## config.mk

```make
export PLATFORM = sky130hd
export DESIGN_NAME = tga_rle_pixel_decoder
export DESIGN_NICKNAME = d
export VERILOG_FILES = /design/src/rtl/core/tga_rle_pkg.sv /design/src/rtl/core/tga_rle_pixel_decoder.sv
export SDC_FILE = /design/constraint.sdc
export NUM_CORES = 1
export LEC_CHECK = 0
export BUFFER_PORTS_ARGS = -buffer_cell sky130_fd_sc_hd__clkbuf_2
export CAP_MARGIN = 20
export CORE_ASPECT_RATIO = 1.4
export CORE_MARGIN = 1
export CORE_UTILIZATION = 35
export CTS_CLUSTER_DIAMETER = 30
export DETAILED_ROUTE_END_ITERATION = 8
export SYNTH_ARGS = -nofsm -noshare
export SYNTH_HDL_FRONTEND = slang
export SYNTH_SLANG_ARGS = --single-unit
```

## constraint.sdc

```tcl
create_clock -name clk -period 5.42 [get_ports clk]
set_input_delay 1.084 -clock clk [delete_from_list [all_inputs] [get_ports clk]]
set_output_delay 1.084 -clock clk [all_outputs]
set_load 0.05 [all_outputs]
```

## src/rtl/core/tga_rle_pkg.sv

```systemverilog
// ----------------------------------------------------------------------------
// TGA RLE pixel decoder package
// Item types for the byte and pixel channels, register map codes.
// ----------------------------------------------------------------------------
package tga_rle_pkg;

	typedef struct packed {
		logic [7:0] data_byte;
		logic       first;
	} byte_item_t;

	typedef struct packed {
		logic [7:0] red;
		logic [7:0] green;
		logic [7:0] blue;
		logic [7:0] alpha;
		logic [7:0] repeat_res;
		logic       image_done;
	} pixel_item_t;

	localparam int unsigned ADDR_W = 4;

	typedef enum logic [1:0] {
		REG_COMPRESSED      = 2'd0,
		REG_BYTES_PER_PIXEL = 2'd1,
		REG_PIXEL_COUNT     = 2'd2
	} reg_index_t;

	localparam logic [2:0]  BPP_RESET   = 3'd3;
	localparam logic [2:0]  BPP_FOUR    = 3'd4;
	localparam logic [31:0] COUNT_RESET = 32'd1;

endpackage

```

## src/rtl/core/tga_rle_pixel_decoder.sv

```systemverilog
// ----------------------------------------------------------------------------
// TGA RLE pixel decoder
// Decodes raw or run-length TGA pixel data (24/32 bit) one byte per item.
// ----------------------------------------------------------------------------
// Takes one stream byte per clock and gives one pixel item per finished pixel
// (RGBA plus repeat count), registered in the cycle after its last byte. The
// decoder state is updated once per byte, so a byte is taken every cycle unless
// the output register holds an item that is stalled. Set first on the byte
// after the header to restart; pixel_count is latched then. Bytes past the
// last pixel are dropped until the next restart. Registers: 0 compressed,
// 4 bytes_per_pixel, 8 pixel_count; write only while idle.
module tga_rle_pixel_decoder (
	input  logic                                clk,
	input  logic                                arst_n,
	input  logic                                byte_valid,
	output logic                                byte_stall,
	input  tga_rle_pkg::byte_item_t             byte_item,
	output logic                                pixel_valid,
	input  logic                                pixel_stall,
	output tga_rle_pkg::pixel_item_t            pixel_item,
	input  logic                                psel,
	input  logic                                penable,
	input  logic                                pwrite,
	input  logic [tga_rle_pkg::ADDR_W-1:0]      paddr,
	input  logic [31:0]                         pwdata,
	output logic [31:0]                         prdata,
	output logic                                pready
);

	logic        compressed_q;
	logic [2:0]  bytes_per_pixel_q;
	logic [31:0] pixel_count_q;

	logic        await_q, repeat_q, finished_q;
	logic [7:0]  ppl_q;
	logic [1:0]  bip_q;
	logic [7:0]  color_q [3];
	logic [31:0] remaining_q;

	logic        await_c, repeat_c, finished_c;
	logic [7:0]  ppl_c;
	logic [1:0]  bip_c;
	logic [7:0]  color_c [3];
	logic [31:0] remaining_c;

	logic        await_n, repeat_n, finished_n;
	logic [7:0]  ppl_n;
	logic [1:0]  bip_n;
	logic [7:0]  color_n [3];
	logic [31:0] remaining_n;

	logic        accept, emit, bpp4, complete, active;
	logic [7:0]  b, run_raw, run_clip, run, ppl_next, alpha;
	tga_rle_pkg::reg_index_t reg_idx;
	tga_rle_pkg::pixel_item_t result;

	assign pready     = 1'b1;
	assign reg_idx    = tga_rle_pkg::reg_index_t'(paddr[3:2]);
	assign byte_stall = pixel_valid & pixel_stall;
	assign accept     = byte_valid & ~byte_stall;
	assign b          = byte_item.data_byte;
	assign bpp4       = (bytes_per_pixel_q == tga_rle_pkg::BPP_FOUR);

	always_comb begin
		case (reg_idx)
			tga_rle_pkg::REG_COMPRESSED:      prdata = {31'd0, compressed_q};
			tga_rle_pkg::REG_BYTES_PER_PIXEL: prdata = {29'd0, bytes_per_pixel_q};
			tga_rle_pkg::REG_PIXEL_COUNT:     prdata = pixel_count_q;
			default:                          prdata = 32'd0;
		endcase
	end

	always_ff @(posedge clk or negedge arst_n) begin
		if (!arst_n) begin
			compressed_q      <= 1'b0;
			bytes_per_pixel_q <= tga_rle_pkg::BPP_RESET;
			pixel_count_q     <= tga_rle_pkg::COUNT_RESET;
		end else if (psel && penable && pwrite) begin
			case (reg_idx)
				tga_rle_pkg::REG_COMPRESSED:      compressed_q      <= pwdata[0];
				tga_rle_pkg::REG_BYTES_PER_PIXEL: bytes_per_pixel_q <= pwdata[2:0];
				tga_rle_pkg::REG_PIXEL_COUNT:     pixel_count_q     <= pwdata;
				default: ;
			endcase
		end
	end

	// restart applied first
	always_comb begin
		if (byte_item.first) begin
			await_c     = 1'b1;
			repeat_c    = 1'b0;
			finished_c  = 1'b0;
			ppl_c       = 8'd0;
			bip_c       = 2'd0;
			color_c[0]  = 8'd0;
			color_c[1]  = 8'd0;
			color_c[2]  = 8'd0;
			remaining_c = pixel_count_q;
		end else begin
			await_c     = await_q;
			repeat_c    = repeat_q;
			finished_c  = finished_q;
			ppl_c       = ppl_q;
			bip_c       = bip_q;
			color_c     = color_q;
			remaining_c = remaining_q;
		end
	end

	always_comb begin
		active   = ~finished_c && (remaining_c != 32'd0);
		complete = bpp4 ? (bip_c == 2'd3) : (bip_c >= 2'd2);
		run_raw  = (ppl_c == 8'd0) ? 8'd1 : ppl_c;
		run_clip = (remaining_c < {24'd0, run_raw}) ? remaining_c[7:0] : run_raw;
		run      = (compressed_q && repeat_c) ? run_clip : 8'd1;
		alpha    = (bpp4 && bip_c == 2'd3) ? b : 8'd0;

		if (repeat_c)
			ppl_next = 8'd0;
		else if (ppl_c != 8'd0)
			ppl_next = ppl_c - 8'd1;
		else
			ppl_next = ppl_c;

		await_n     = await_c;
		repeat_n    = repeat_c;
		finished_n  = finished_c;
		ppl_n       = ppl_c;
		bip_n       = bip_c;
		color_n     = color_c;
		remaining_n = remaining_c;
		emit        = 1'b0;

		if (active) begin
			if (compressed_q && await_c) begin
				// header: literal h+1 or repeat h-127, both low seven bits plus one
				repeat_n = b[7];
				ppl_n    = {1'b0, b[6:0]} + 8'd1;
				await_n  = 1'b0;
				bip_n    = 2'd0;
			end else begin
				case (bip_c)
					2'd0:    color_n[0] = b;
					2'd1:    color_n[1] = b;
					2'd2:    color_n[2] = b;
					default: ;
				endcase
				if (!complete) begin
					bip_n = bip_c + 2'd1;
				end else begin
					bip_n = 2'd0;
					emit  = 1'b1;
					if (compressed_q) begin
						ppl_n = ppl_next;
						if (ppl_next == 8'd0)
							await_n = 1'b1;
					end
					remaining_n = remaining_c - {24'd0, run};
					finished_n  = (remaining_n == 32'd0);
				end
			end
		end

		result.red        = color_n[2];
		result.green      = color_n[1];
		result.blue       = color_n[0];
		result.alpha      = alpha;
		result.repeat_res = run;
		result.image_done = finished_n;
	end

	always_ff @(posedge clk or negedge arst_n) begin
		if (!arst_n) begin
			await_q     <= 1'b1;
			repeat_q    <= 1'b0;
			finished_q  <= 1'b0;
			ppl_q       <= 8'd0;
			bip_q       <= 2'd0;
			color_q[0]  <= 8'd0;
			color_q[1]  <= 8'd0;
			color_q[2]  <= 8'd0;
			remaining_q <= 32'd0;
		end else if (accept) begin
			await_q     <= await_n;
			repeat_q    <= repeat_n;
			finished_q  <= finished_n;
			ppl_q       <= ppl_n;
			bip_q       <= bip_n;
			color_q     <= color_n;
			remaining_q <= remaining_n;
		end
	end

	always_ff @(posedge clk or negedge arst_n) begin
		if (!arst_n) begin
			pixel_valid <= 1'b0;
		end else if (!byte_stall) begin
			pixel_valid <= accept & emit;
		end
	end

	always_ff @(posedge clk) begin
		if (accept && emit) begin
			pixel_item <= result;
		end
	end

endmodule
```

After elaboration in Yosys (flattened, before gate mapping):

Cells that the tools add are included.

* register bits: 147
* output and inout bits: 76

* add/subtract/negate cells: 4
* $lt $le $gt $ge: 2
* equality and inequality tests: 6
* mux-type cells: 42
* bitwise logic cells: 5
* reductions and logical operators: 17

Operators with widths (number)
* $mux 32: 4
* $mux 8: 13
* $pmux 32 s3: 1
* $mux 24: 3
* $logic_not 32->1: 1
* $lt 32x8->1: 1
* $reduce_bool 32->1: 1
* $sub 32x8->32: 1
* $mux 1: 17
* $logic_not 8->1: 2
* $add 7x1->8 const B: 1
* $mux 2: 4
* $reduce_bool 8->1: 1
* $sub 8x1->8 const B: 1
* $logic_and 1x1->1: 7
* $eq 2x2->1 const B: 3
* $reduce_and 2->1: 3
* $eq 2x1->1 const B: 2
* $logic_not 2->1: 2
* $and 1x1->1: 3
* $eq 3x3->1 const B: 1
* $add 2x1->2 const B: 1
* $ge 2x2->1 const B: 1
* $not 1->1: 2

Longest topological paths before layout:

Gate-level depths: netlist of run 1.

* depth in word-level cells: 11
* gate-level depth with buffers: 31
* gate-level depth less buffers: 23

Worst setup path before layout of run 1:

OpenSTA, ideal clock, no wires.

* path kind: input -> register
* start point: input port byte_item[0] (netlist name)
* end point: register pixel_item[0] (netlist name), data pin
* library setup time: 0.133 ns
* arrival time: 7.342 ns
* setup slack: -2.055 ns
* stages: 31
* path buffers: 8
* cells stage by stage: buf_4 -> buf_4 -> buf_2 -> buf_1 -> buf_1 -> buf_2 -> clkbuf_1 -> nand2b_1 -> ha_1 -> o2111ai_1 -> ha_1 -> inv_1 -> a21boi_0 -> o21a_1 -> o21a_1 -> o21a_1 -> o2111ai_1 -> nand2_1 -> a31oi_1 -> ha_1 -> inv_1 -> fa_1 -> a211oi_1 -> o31ai_1 -> a21boi_0 -> clkbuf_1 -> a311oi_1 -> a31o_2 -> a2111oi_0 -> nand4_1 -> nand2_1

* cells in the longest elaborated chain, start to end: 11
* elaborated cells between the ends (all ways): 24
* those cells by class: add/sub: 1; order compare: 2; eq/ne: 1; mux: 13; bitwise: 1; reduce/logical: 6

RTL lines
* from (decl): line tga_rle_pixel_decoder.sv:17 `input tga_rle_pkg::byte_item_t byte_item,`
* $mux 8: line tga_rle_pixel_decoder.sv:90 `if (byte_item.first) begin`
* $logic_not 8->1: line tga_rle_pixel_decoder.sv:114 `run_raw = (ppl_c == 8'd0) ? 8'd1 : ppl_c;`
* $mux 8: line tga_rle_pixel_decoder.sv:114
* $lt 32x8->1: line tga_rle_pixel_decoder.sv:115 `run_clip = (remaining_c < {24'd0, run_raw}) ? remaining_c[7:0] : run_raw;`
* $mux 8: line tga_rle_pixel_decoder.sv:115
* $mux 8 *: line tga_rle_pixel_decoder.sv:116 `run = (compressed_q && repeat_c) ? run_clip : 8'd1;`
* via run[0]: line tga_rle_pixel_decoder.sv:53 `logic [7:0] b, run_raw, run_clip, run, ppl_next, alpha;`
* $sub 32x8->32 *: line tga_rle_pixel_decoder.sv:159 `remaining_n = remaining_c - {24'd0, run};`
* $logic_not 32->1 *: line tga_rle_pixel_decoder.sv:160 `finished_n = (remaining_n == 32'd0);`
* $mux 1 *: line tga_rle_pixel_decoder.sv:149 `if (!complete) begin`
* $mux 1 *: line tga_rle_pixel_decoder.sv:136 `if (compressed_q && await_c) begin`
* $mux 1 *: line tga_rle_pixel_decoder.sv:135 `if (active) begin`
* via finished_n: line tga_rle_pixel_decoder.sv:46 `logic await_n, repeat_n, finished_n;`
* to (signal assigned): line tga_rle_pixel_decoder.sv:205 `pixel_item <= result;`
* to (decl): line tga_rle_pixel_decoder.sv:20 `output tga_rle_pkg::pixel_item_t pixel_item,`

The timed path passes the listed nets; every way through them passes the cells marked *.
A chain may end at the register's enable or synchronous reset.

Worst setup path in the final report of run 1:

* start point: input port byte_item[0] (netlist name)
* end point: register pixel_item[0] (netlist name), data pin

* cells in the longest elaborated chain, start to end: 11
* elaborated cells between the ends (all ways): 24
* those cells by class: add/sub: 1; order compare: 2; eq/ne: 1; mux: 13; bitwise: 1; reduce/logical: 6

RTL lines (line)
* $mux 8: tga_rle_pixel_decoder.sv:90
* $logic_not 8->1: tga_rle_pixel_decoder.sv:114
* $mux 8: tga_rle_pixel_decoder.sv:114
* $lt 32x8->1: tga_rle_pixel_decoder.sv:115
* $mux 8: tga_rle_pixel_decoder.sv:115
* $mux 8: tga_rle_pixel_decoder.sv:116
* $sub 32x8->32: tga_rle_pixel_decoder.sv:159
* $logic_not 32->1: tga_rle_pixel_decoder.sv:160
* $mux 1: tga_rle_pixel_decoder.sv:149
* $mux 1: tga_rle_pixel_decoder.sv:136
* $mux 1 *: tga_rle_pixel_decoder.sv:135
* via finished_n: tga_rle_pixel_decoder.sv:46

Marked as above.

==> impl_metrics.toml, run 1 <==
[placed_design]
pre_cts_ws_ns = -0.454
io_buffer_count = 124
place_hpwl_um = 19300
gp_congestion = 0.894
postPlaceCellArea_um2 = 10900

[min_path]
hp-class = "flip-flop to flip-flop"
hold_depth = 2

[grt]
antenna_found_initial = 0
grt_usage_pct = 20.1
use_met2_pct = 37.1
grt_max_degree = 67
grt_pass1_wl_um = 41900
overflow = 0
grt.busiest_layer = "met2"
met1_usage_pct = 23.0
first_global_vias = 7850
grtUsageMet3_pct = 2.74

[power_and_ir_drop]
p_leak_nw = 5.14
pwr-share-seq_pct = 33.4
power.net_switching_mw = 1.98
p_per_area_nw_per_um2 = 426
power_mw = 4.95
p_clk_share_pct = 24.3
p_sw_share_pct = 40.0
ir_drop_mv = 0.253
p_int_mw = 2.97
power_frac_comb_pct = 42.3

[timing]
hold_viol = 0
max_freq_mhz = 193
relSlewSlack_pct = 40.5
worst_pin_slew_ns = 0.892
skew_ns = 0.0130
worst_slack_ns = 0.251
final-setup-viol-count = 0
rsz0062_at_grt = "false"
period_share_pct = 95.4
holdWs_ns = 0.481
min_period_ns = 5.17
slew_violations = 0

[detailed_routing]
drt-total-wl_um = 26300
wl_per_cell_um = 17.5
drcViolationCount = 18
num_vias = 8085
first_iter_violations = 597
via_per_inst = 5.40
ant_nets = 0
dr.pass1.iters = 8

[finish]
final_util_pct = 45.6
design_area_um2 = 11600
syn2layout_area_growth_pct = 27.4
drive_gt1_share_pct = 32.0
insertedDiodeCount = 0
nNetsFinal = 1241

[cts]
clock-sinks = 147
cts_max_path_buffers = 2
clkLatencyLatePin_ns = 0.44
cts_buffers = 17
path_clk_slew_ns = 0.07
cts-root-buf = "clkbuf_16"
cts_tree = "built"
post_cts_buffers = 0
cts_max_level = 4

[floorplanning]
die_y_um = 193
io_pins = 128
fp-row-count = 69
dieArea_um2 = 26700
coreArea_um2 = 25500
die_w_um = 138
initial_core_util_pct = 35.8

[run]
maxCapViolCount = 0

[run_status]
status = "finished, violations left"
failed_checks = "DRC"

[worst_setup_path]
critPathKind = "primary input to flip-flop"
arrival_ns = 5.48
critPathLaunchType = "primary input"
end_kind = "flip-flop"
critPathRequiredTime_ns = 5.73
r2r_cells = 24
crit_fanout = 9

[synth]
synthCells = 964
syn_area_um2 = 9120
syn_area_per_cell_um2 = 9.46
synth-seq-area-share_pct = 42.7
syn_nets = 1039
synth-seq-cells = 147
ys_async_sr_fraction_pct = 72.1
synth_cell_type_count = 77
synth_edf_count = 41
ys.flop_type = "dfrtp_1"
yosys_warnings = 0
## path summary, 6_finish.rpt
path / endpoint / slack [ns] / startpoint
min in group asynchronous: remaining_q[1]$_DFFE_PN0P_ / 0.76 / arst_n
hold / removal: remaining_q[0]$_DFFE_PN0P_ / 0.48 / remaining_q[0]$_DFFE_PN0P_
max in group asynchronous: pixel_valid$_DFFE_PN0N_ / 3.58 / arst_n
hold reg to reg: remaining_q[0]$_DFFE_PN0P_ / 0.48 / remaining_q[0]$_DFFE_PN0P_
setup / recovery: pixel_item[0]$_DFFE_PP_ / 0.25 / byte_item[0]
setup reg to reg: pixel_item[0]$_DFFE_PP_ / 0.41 / ppl_q[2]$_DFFE_PN0P_
## power groups by stage
stage | Sequential, mW | Combinational [mW] | Clock (mW)
2_1_floorplan | 1.66 | 1.31 | 0
3_3_place_gp | 1.66 | 2.02 | 0
3_5_place_dp | 1.66 | 2.05 | 0
4_1_cts | 1.65 | 2.07 | 1.23
5_1_grt | 1.69 | 2.28 | 1.27
6_report | 1.65 | 2.09 | 1.20
## sequential cells by signal, indices dropped and copies added (netlist names), 2 cells and up
signal and count:
bip_q 2, bytes_per_pixel_q 3, color_q 24, pixel_count_q 32, pixel_item 41, ppl_q 8
remaining_q 32
## final cells by class
type	count	area, um2
inverters	14	52.6
well taps	319	399
fillers	2452	13900
clock inverters	15	159
flip-flops and latches	147	3890
repair buffers	237	1530
clock buffers	17	425
multi-input cells	749	5160
## critical path, cell delays in order
cell	delay, ns
buf_6	0.12
buf_6	0.17
mux2_2	0.38
ha_1	0.28
o21a_1	0.10
o21a_1	0.16
o21a_1	0.21
o2111a_2	0.32
buf_4	0.15
nor3_1	0.22
nor2_1	0.09
ha_1	0.32
nand2_1	0.07
o31ai_2	0.36
a21boi_1	0.11
buf_4	0.19
and2_2	0.23
buf_4	0.14
a31o_2	0.24
a2111oi_2	0.21
nand4_1	0.20
nand2_1	0.09
## cells by family after synthesis
kind of cell             after synthesis  synth area share (%)
other                                  1                0.0411
flip-flops                           147                  42.7
adder cells (fa/ha/maj)               23                  3.24
XOR/XNOR                              48                  4.61
multiplexers                          73                  8.65
AND/OR/NAND/NOR                      402                  21.9
AO/OA/AOI/OAI                        202                  15.7
buffers and inverters                 68                  3.20
## through the flow
| step | std cells | TNS (ns) |
|---|---|---|
| after floorplan | 964 | -8.08 |
| after global placement | 1465 | -4.80 |
| after detailed placement | 1465 | -5.23 |
| after CTS | 1497 | 0 |
| after global routing | 1498 | 0 |
| final | 1498 | 0 |
## cell usage after synthesis, types with 4 or more instances
cell type  number  area (um2)
nor3_1         31         155
a22o_1         31         272
a22oi_1         4        30.0
nor4b_1         4        35.0
a31oi_1         5        31.3
nor2_1         70         263
a211oi_1        6        45.0
and2_1         46         288
xor2_1         22         193
o22a_1          5        43.8
buf_1           8        30.0
o22ai_1         8        50.1
dfstp_2         4         105
xnor2_1        26         228
mux2_2         46         518
dfrtp_1       102        2550
nand3_1        43         215
o21a_1          5        37.5
a21oi_1        30         150
or2_2           4        25.0
ha_1           22         275
mux2i_1        27         270
o21ai_0        47         235
nor2b_1        11        68.8
clkbuf_1       33         124
nand2b_1        9        56.3
o211ai_1       12        90.1
or3_1           4        25.0
buf_2           8        40.0
a21o_1          4        30.0
edfxtp_1       41        1230
and3_1         11        68.8
o211a_1         7        70.1
nand2_1       124         465
nor3b_1        11        82.6
inv_1          13        48.8
nand4_1         7        43.8
nor4_1         12        75.1
## repair_timing
item / in CTS / in global routing
hold buffers: 0 / 0
gates cloned: 0 / 1
pin swaps: 0 / 6
endpoints found under the setup margin: 2 / 17
gates resized for setup: 3 / 17
## cell usage in the layout (no fill, tap or decap), drive strengths merged, types with 5 or more instances in the layout
master	n
dfrtp	102
nor2	70
and2	46
a31oi	6
ha	22
nor3b	11
nor2b	11
edfxtp	41
o21ai	51
clkbuf	140
o211ai	12
o21a	5
nand2	127
nand3	44
o22ai	8
xnor2	26
xor2	22
nand4	7
o22a	5
mux2	46
a211oi	6
nor3	31
inv	24
nor4	13
and3	11
nand2b	9
a22o	31
a21oi	30
mux2i	27
buf	114
o211a	7
## metal layers
metal,vias up,wire [um],share of wire (%)
met1,3910,10600,41
met2,221,13900,53
li1,3909,-,-
met3,45,958,3.6
met5,-,0,0
met4,0,798,3.0
No activity file was read; power rests on OpenSTA's default activity.
==> run 2: changes to the inputs <==
--- a/config.mk
+++ b/config.mk
@@ -8,10 +8,11 @@
 export BUFFER_PORTS_ARGS = -buffer_cell sky130_fd_sc_hd__clkbuf_2
 export CAP_MARGIN = 20
 export CORE_ASPECT_RATIO = 1.4
-export CORE_MARGIN = 1
+export CORE_MARGIN = 10
 export CORE_UTILIZATION = 35
 export CTS_CLUSTER_DIAMETER = 30
 export DETAILED_ROUTE_END_ITERATION = 8
+export PLACE_DENSITY_LB_ADDON = 0.1
 export SYNTH_ARGS = -nofsm -noshare
 export SYNTH_HDL_FRONTEND = slang
 export SYNTH_SLANG_ARGS = --single-unit
==> impl_metrics.toml, run 2 (synthesis gave the netlist of run 1 again) <==
[grt]
grt_usage_pct = 17.2
met1_usage_pct = 19.8
grtUsageMet3_pct = 2.81
overflow = 0
first_global_vias = 8411
grt_max_degree = 44
use_met2_pct = 31.3
antenna_found_initial = 0
grt.busiest_layer = "met2"
grt_pass1_wl_um = 45200

[worst_setup_path]
end_kind = "flip-flop"
critPathLaunchType = "primary input"
critPathKind = "primary input to flip-flop"
r2r_cells = 24
crit_fanout = 12
cp-startpoint = "byte_item[0]"
rr_endpoint = "finished_q$_DFFE_PN0P_"
critPathRequiredTime_ns = 5.77
arrival_ns = 5.52
worstReg2RegStart = "ppl_q[2]$_DFFE_PN0P_"
r2r_slack_ns = 0.48

[cts]
cts_tree = "built"
cts_max_level = 4
path_clk_slew_ns = 0.06
cts-root-buf = "clkbuf_16"
cts_buffers = 17
clkLatencyLatePin_ns = 0.44
clock-sinks = 147
cts_max_path_buffers = 2
ctsHoldBuffers = 0

[floorplanning]
dieArea_um2 = 33000
fp-row-count = 69
die_w_um = 156
io_pins = 128
initial_core_util_pct = 35.7
coreArea_um2 = 25600
die_y_um = 211

[placed_design]
place_hpwl_um = 21100
io_buffer_count = 124
gp_congestion = 0.853
postPlaceCellArea_um2 = 11000

[min_path]
hp-class = "flip-flop to flip-flop"
hold_depth = 2
min_to = "remaining_q[30]$_DFFE_PN0P_"
holdCritStartpoint = "remaining_q[30]$_DFFE_PN0P_"

[timing]
max_freq_mhz = 194
hold_viol = 0
skew_ns = 0.0156
final-setup-viol-count = 0
worst_pin_slew_ns = 0.841
relSlewSlack_pct = 43.9
min_period_ns = 5.17
period_share_pct = 95.3
slew_violations = 0

[detailed_routing]
wl_per_cell_um = 18.5
drcViolationCount = 0
via_per_inst = 5.24
first_iter_violations = 341
drt-total-wl_um = 28000
ant_nets = 0
dr.pass1.iters = 5
num_vias = 7947

[finish]
insertedDiodeCount = 0
final_util_pct = 46.3
syn2layout_area_growth_pct = 29.8
largest_reg_flops = 41
reg.largest.list = "pixel_item: 41 flops, pixel_count_q: 32 flops, remaining_q: 32 flops"
multiInputGateArea_um2 = 5250
nNetsFinal = 1259
regArea_um2 = 3890
mostFrequentLayoutCells = "buf_4 (128), nand2_1 (122), clkbuf_2 (122)"
design_area_um2 = 11800
nFillCells = 2511
drive_gt1_share_pct = 34.0
mostFrequentLayoutCell = "buf_4"
largest-register = "pixel_item"

[power_and_ir_drop]
p_per_area_nw_per_um2 = 428
ir_drop_mv = 0.249
p_leak_nw = 5.23

[run]
maxCapViolCount = 0

[run_status]
status = "complete, no violations"
-- run 2: critical path, cell delays in order --
cell and delay, ns:
buf_12 0.13, mux2_4 0.31, ha_1 0.29, a21boi_1 0.12
o21a_1 0.18, o21a_1 0.16, o21a_1 0.20, o2111a_2 0.32
nor3_4 0.22, a31oi_4 0.06, ha_2 0.20, inv_2 0.06
fa_2 0.43, nor2b_2 0.12, buf_4 0.12, nand4_1 0.09
a211o_1 0.27, nor4_2 0.34, o2111ai_2 0.21, nor4_2 0.28
nand4_1 0.16, o21ai_1 0.16
-- run 2: final cells by class --
cell class	instances	share of cell area (%)
well taps	319	3.37
clock inverters	14	1.27
multi-input cells	749	44.4
flip-flops and latches	147	32.9
clock buffers	18	3.63
repair buffers	255	14.1
inverters	14	0.444
-- run 2: worst max-delay path by stage --
stage                                              to  slack, ns  depth (start not counted)
final                          finished_q$_DFFE_PN0P_       0.25                         22
after global routing           finished_q$_DFFE_PN0P_     -0.004                         24
after CTS                 remaining_q[24]$_DFFE_PN0P_       0.01                         21
after detailed placement  remaining_q[24]$_DFFE_PN0P_      -0.54                         22
after global placement    remaining_q[24]$_DFFE_PN0P_      -0.47                         22
after floorplan               pixel_item[0]$_DFFE_PP_      -0.63                         31
-- run 2: report_power, final --
group	internal (mW)	switching (mW)	total [mW]
combinational	0.987	1.23	2.21
clock	0.683	0.514	1.20
sequential	1.41	0.243	1.65
-- run 2: timing repair --
item / in CTS / in global routing
pin swaps: 1 / 14
buffers inserted: 1 / 4
gates resized for setup: 1 / 35
endpoints found under the setup margin: 4 / 14
-- run 2: layer usage --
layer / up-vias / part of all wire, %
met2: 165 / 53
met1: 3790 / 41
met4: 0 / 2.2
met3: 36 / 3.2
li1: 3956 / -
met5: - / 0
-- run 2: per-stage QoR --
step / total power, mW / hold slack, ns / std cells / TNS, ns / setup WS [ns]
global placement: 3.78 / 0.463 / 1479 / -5.77 / -0.468
CTS: 5.02 / 0.485 / 1512 / 0 / 0.0126
detailed placement: 3.80 / 0.470 / 1479 / -6.92 / -0.541
finish: 5.06 / 0.480 / 1516 / 0 / 0.254
global route: 5.41 / 0.513 / 1516 / -0.00361 / -0.00361
floorplan: 2.97 / 0.446 / 964 / -8.08 / -0.633
==> run 3: changes to the inputs <==
--- a/config.mk
+++ b/config.mk
@@ -13,6 +13,7 @@
 export CTS_CLUSTER_DIAMETER = 30
 export DETAILED_ROUTE_END_ITERATION = 8
 export PLACE_DENSITY_LB_ADDON = 0.1
+export SETUP_SLACK_MARGIN = 0.4
 export SYNTH_ARGS = -nofsm -noshare
 export SYNTH_HDL_FRONTEND = slang
 export SYNTH_SLANG_ARGS = --single-unit
==> impl_metrics.toml, run 3 (synthesis gave the netlist of run 1 again) <==
[run_status]
status = "complete, no violations"

[cts]
path_clk_slew_ns = 0.06
cts_tree = "built"
clock-sinks = 147
cts_max_path_buffers = 2
cts_buffers = 17
cts_max_level = 4
cts-root-buf = "clkbuf_16"
clkLatencyLatePin_ns = 0.44

[detailed_routing]
drcViolationCount = 0
via_per_inst = 5.32
num_vias = 8125
dr.pass1.iters = 5
drt-total-wl_um = 29000
wl_per_cell_um = 19.0
ant_nets = 0
first_iter_violations = 340

[placed_design]
io_buffer_count = 124
dp_cells = 1480
gp_congestion = 0.852
place_hpwl_um = 21100
pre_cts_ws_ns = -0.408

[floorplanning]
dieArea_um2 = 33000
coreArea_um2 = 25600
initial_core_util_pct = 35.7
die_y_um = 211
die_w_um = 156
fp-row-count = 69
io_pins = 128

[power_and_ir_drop]
p_leak_nw = 5.40
p_per_area_nw_per_um2 = 433
ir_drop_mv = 0.248

[finish]
reg.largest.list = "pixel_item: 41 flops, pixel_count_q: 32 flops, remaining_q: 32 flops"
insertedDiodeCount = 0
largest_reg_flops = 41
drive_gt1_share_pct = 36.6
largest-register = "pixel_item"
mostFrequentLayoutCell = "buf_4"
nNetsFinal = 1269
mostFrequentLayoutCells = "buf_4 (130), clkbuf_2 (122), nand2_1 (119)"
nFillCells = 2479
final_cells = 1526
syn2layout_area_growth_pct = 33.7

[worst_setup_path]
max_stage_delay_ns = 0.38
critPathRequiredTime_ns = 5.74
crit_fanout = 6
r2r_cells = 25
arrival_ns = 5.36
crit_slowest_cell = "fa_2"
end_kind = "flip-flop"
worst-path-buf-inv = 6
r2r_slack_ns = 0.50
rr_endpoint = "remaining_q[24]$_DFFE_PN0P_"
critical_path.top_delay_family = "compound AO/OA/AOI/OAI gates"
path_cells = "buf_12, buf_4, mux2_4, ha_1, o21a_1, o21a_1, o21a_1, o2111ai_2, nand2_2, a31oi_4, ha_2, inv_2, fa_2, a211oi_4, o31ai_4, a21boi_2, buf_6, buf_12, buf_12, and3_4, nand2_2, mux2_2, a221o_1"
critPathKind = "primary input to flip-flop"
worstReg2RegStart = "ppl_q[2]$_DFFE_PN0P_"
critPathLaunchType = "primary input"

[timing]
min_period_ns = 5.04
relSlewSlack_pct = 43.5
worst_slack_ns = 0.379
max_freq_mhz = 198
slew_violations = 0
skew_ns = 0.00981
worst_pin_slew_ns = 0.847
period_share_pct = 93.0
final-setup-viol-count = 0
hold_viol = 0
rsz0062_at_grt = "true"

[grt]
grt_usage_pct = 17.6
overflow = 0
grt_max_degree = 64
grt_pass1_wl_um = 46100
antenna_found_initial = 0
first_global_vias = 8509

[min_path]
hp-class = "primary input to async pin"

[run]
maxCapViolCount = 0
-- run 3: final cells by class --
type / instances / area (um2) / share of cell area [%]
Multi-Input combinational cell: 749 / 5420 / 44.5
Clock buffer: 18 / 429 / 3.52
Tap cell: 319 / 399 / 3.27
Clock inverter: 14 / 176 / 1.45
Inverter: 14 / 52.6 / 0.431
Sequential cell: 147 / 3890 / 31.9
Timing Repair Buffer: 265 / 1820 / 15.0
-- run 3: power by group --
group / total (mW) / leakage, nW / internal [mW] / switching (mW)
registers: 1.65 / 1.70 / 1.41 / 0.245
clock network: 1.24 / 0.293 / 0.729 / 0.515
logic: 2.38 / 3.40 / 1.08 / 1.30
-- run 3: worst max-delay path by stage --
stage	startpoint	end	slack [ns]	cells after the start
floorplan	byte_item[0]	pixel_item[0]$_DFFE_PP_	-0.63	31
global placement	byte_item[0]	finished_q$_DFFE_PN0P_	-0.40	21
detailed placement	byte_item[0]	finished_q$_DFFE_PN0P_	-0.41	21
CTS	byte_item[0]	finished_q$_DFFE_PN0P_	0.38	25
global route	byte_item[0]	finished_q$_DFFE_PN0P_	0.19	25
finish	byte_item[0]	remaining_q[24]$_DFFE_PN0P_	0.38	23
-- run 3: timing repair --
action | CTS | global route
pin swaps | 25 | 14
gates cloned | 2 | 0
hold buffers | 0 | 0
buffers inserted | 9 | 3
gates resized for setup | 52 | 29
setup endpoints to repair | 17 | 15
-- run 3: per-layer routing --
layer / wire length, um / share of wire, % / vias up / track usage, %
li1: - / - / 3963 / -
met1: 11900 / 41 / 3959 / 19.8
met3: 900 / 3.1 / 44 / 2.85
met2: 15400 / 53 / 159 / 32.5
met4: 819 / 2.8 / 0 / 6.62
met5: 0 / 0 / - / 0
-- run 3: through the flow --
stage,area [um2],power [mW],hold WS (ns),TNS [ns],util (%)
floorplan,9300,2.97,0.446,-8.08,-
global placement,11000,3.80,0.463,-3.76,43.2
detailed placement,11000,3.81,0.467,-3.58,43.2
CTS,12000,5.24,0.449,0,47.1
global route,12200,5.61,0.452,0,47.7
finish,12200,5.28,0.456,0,47.7
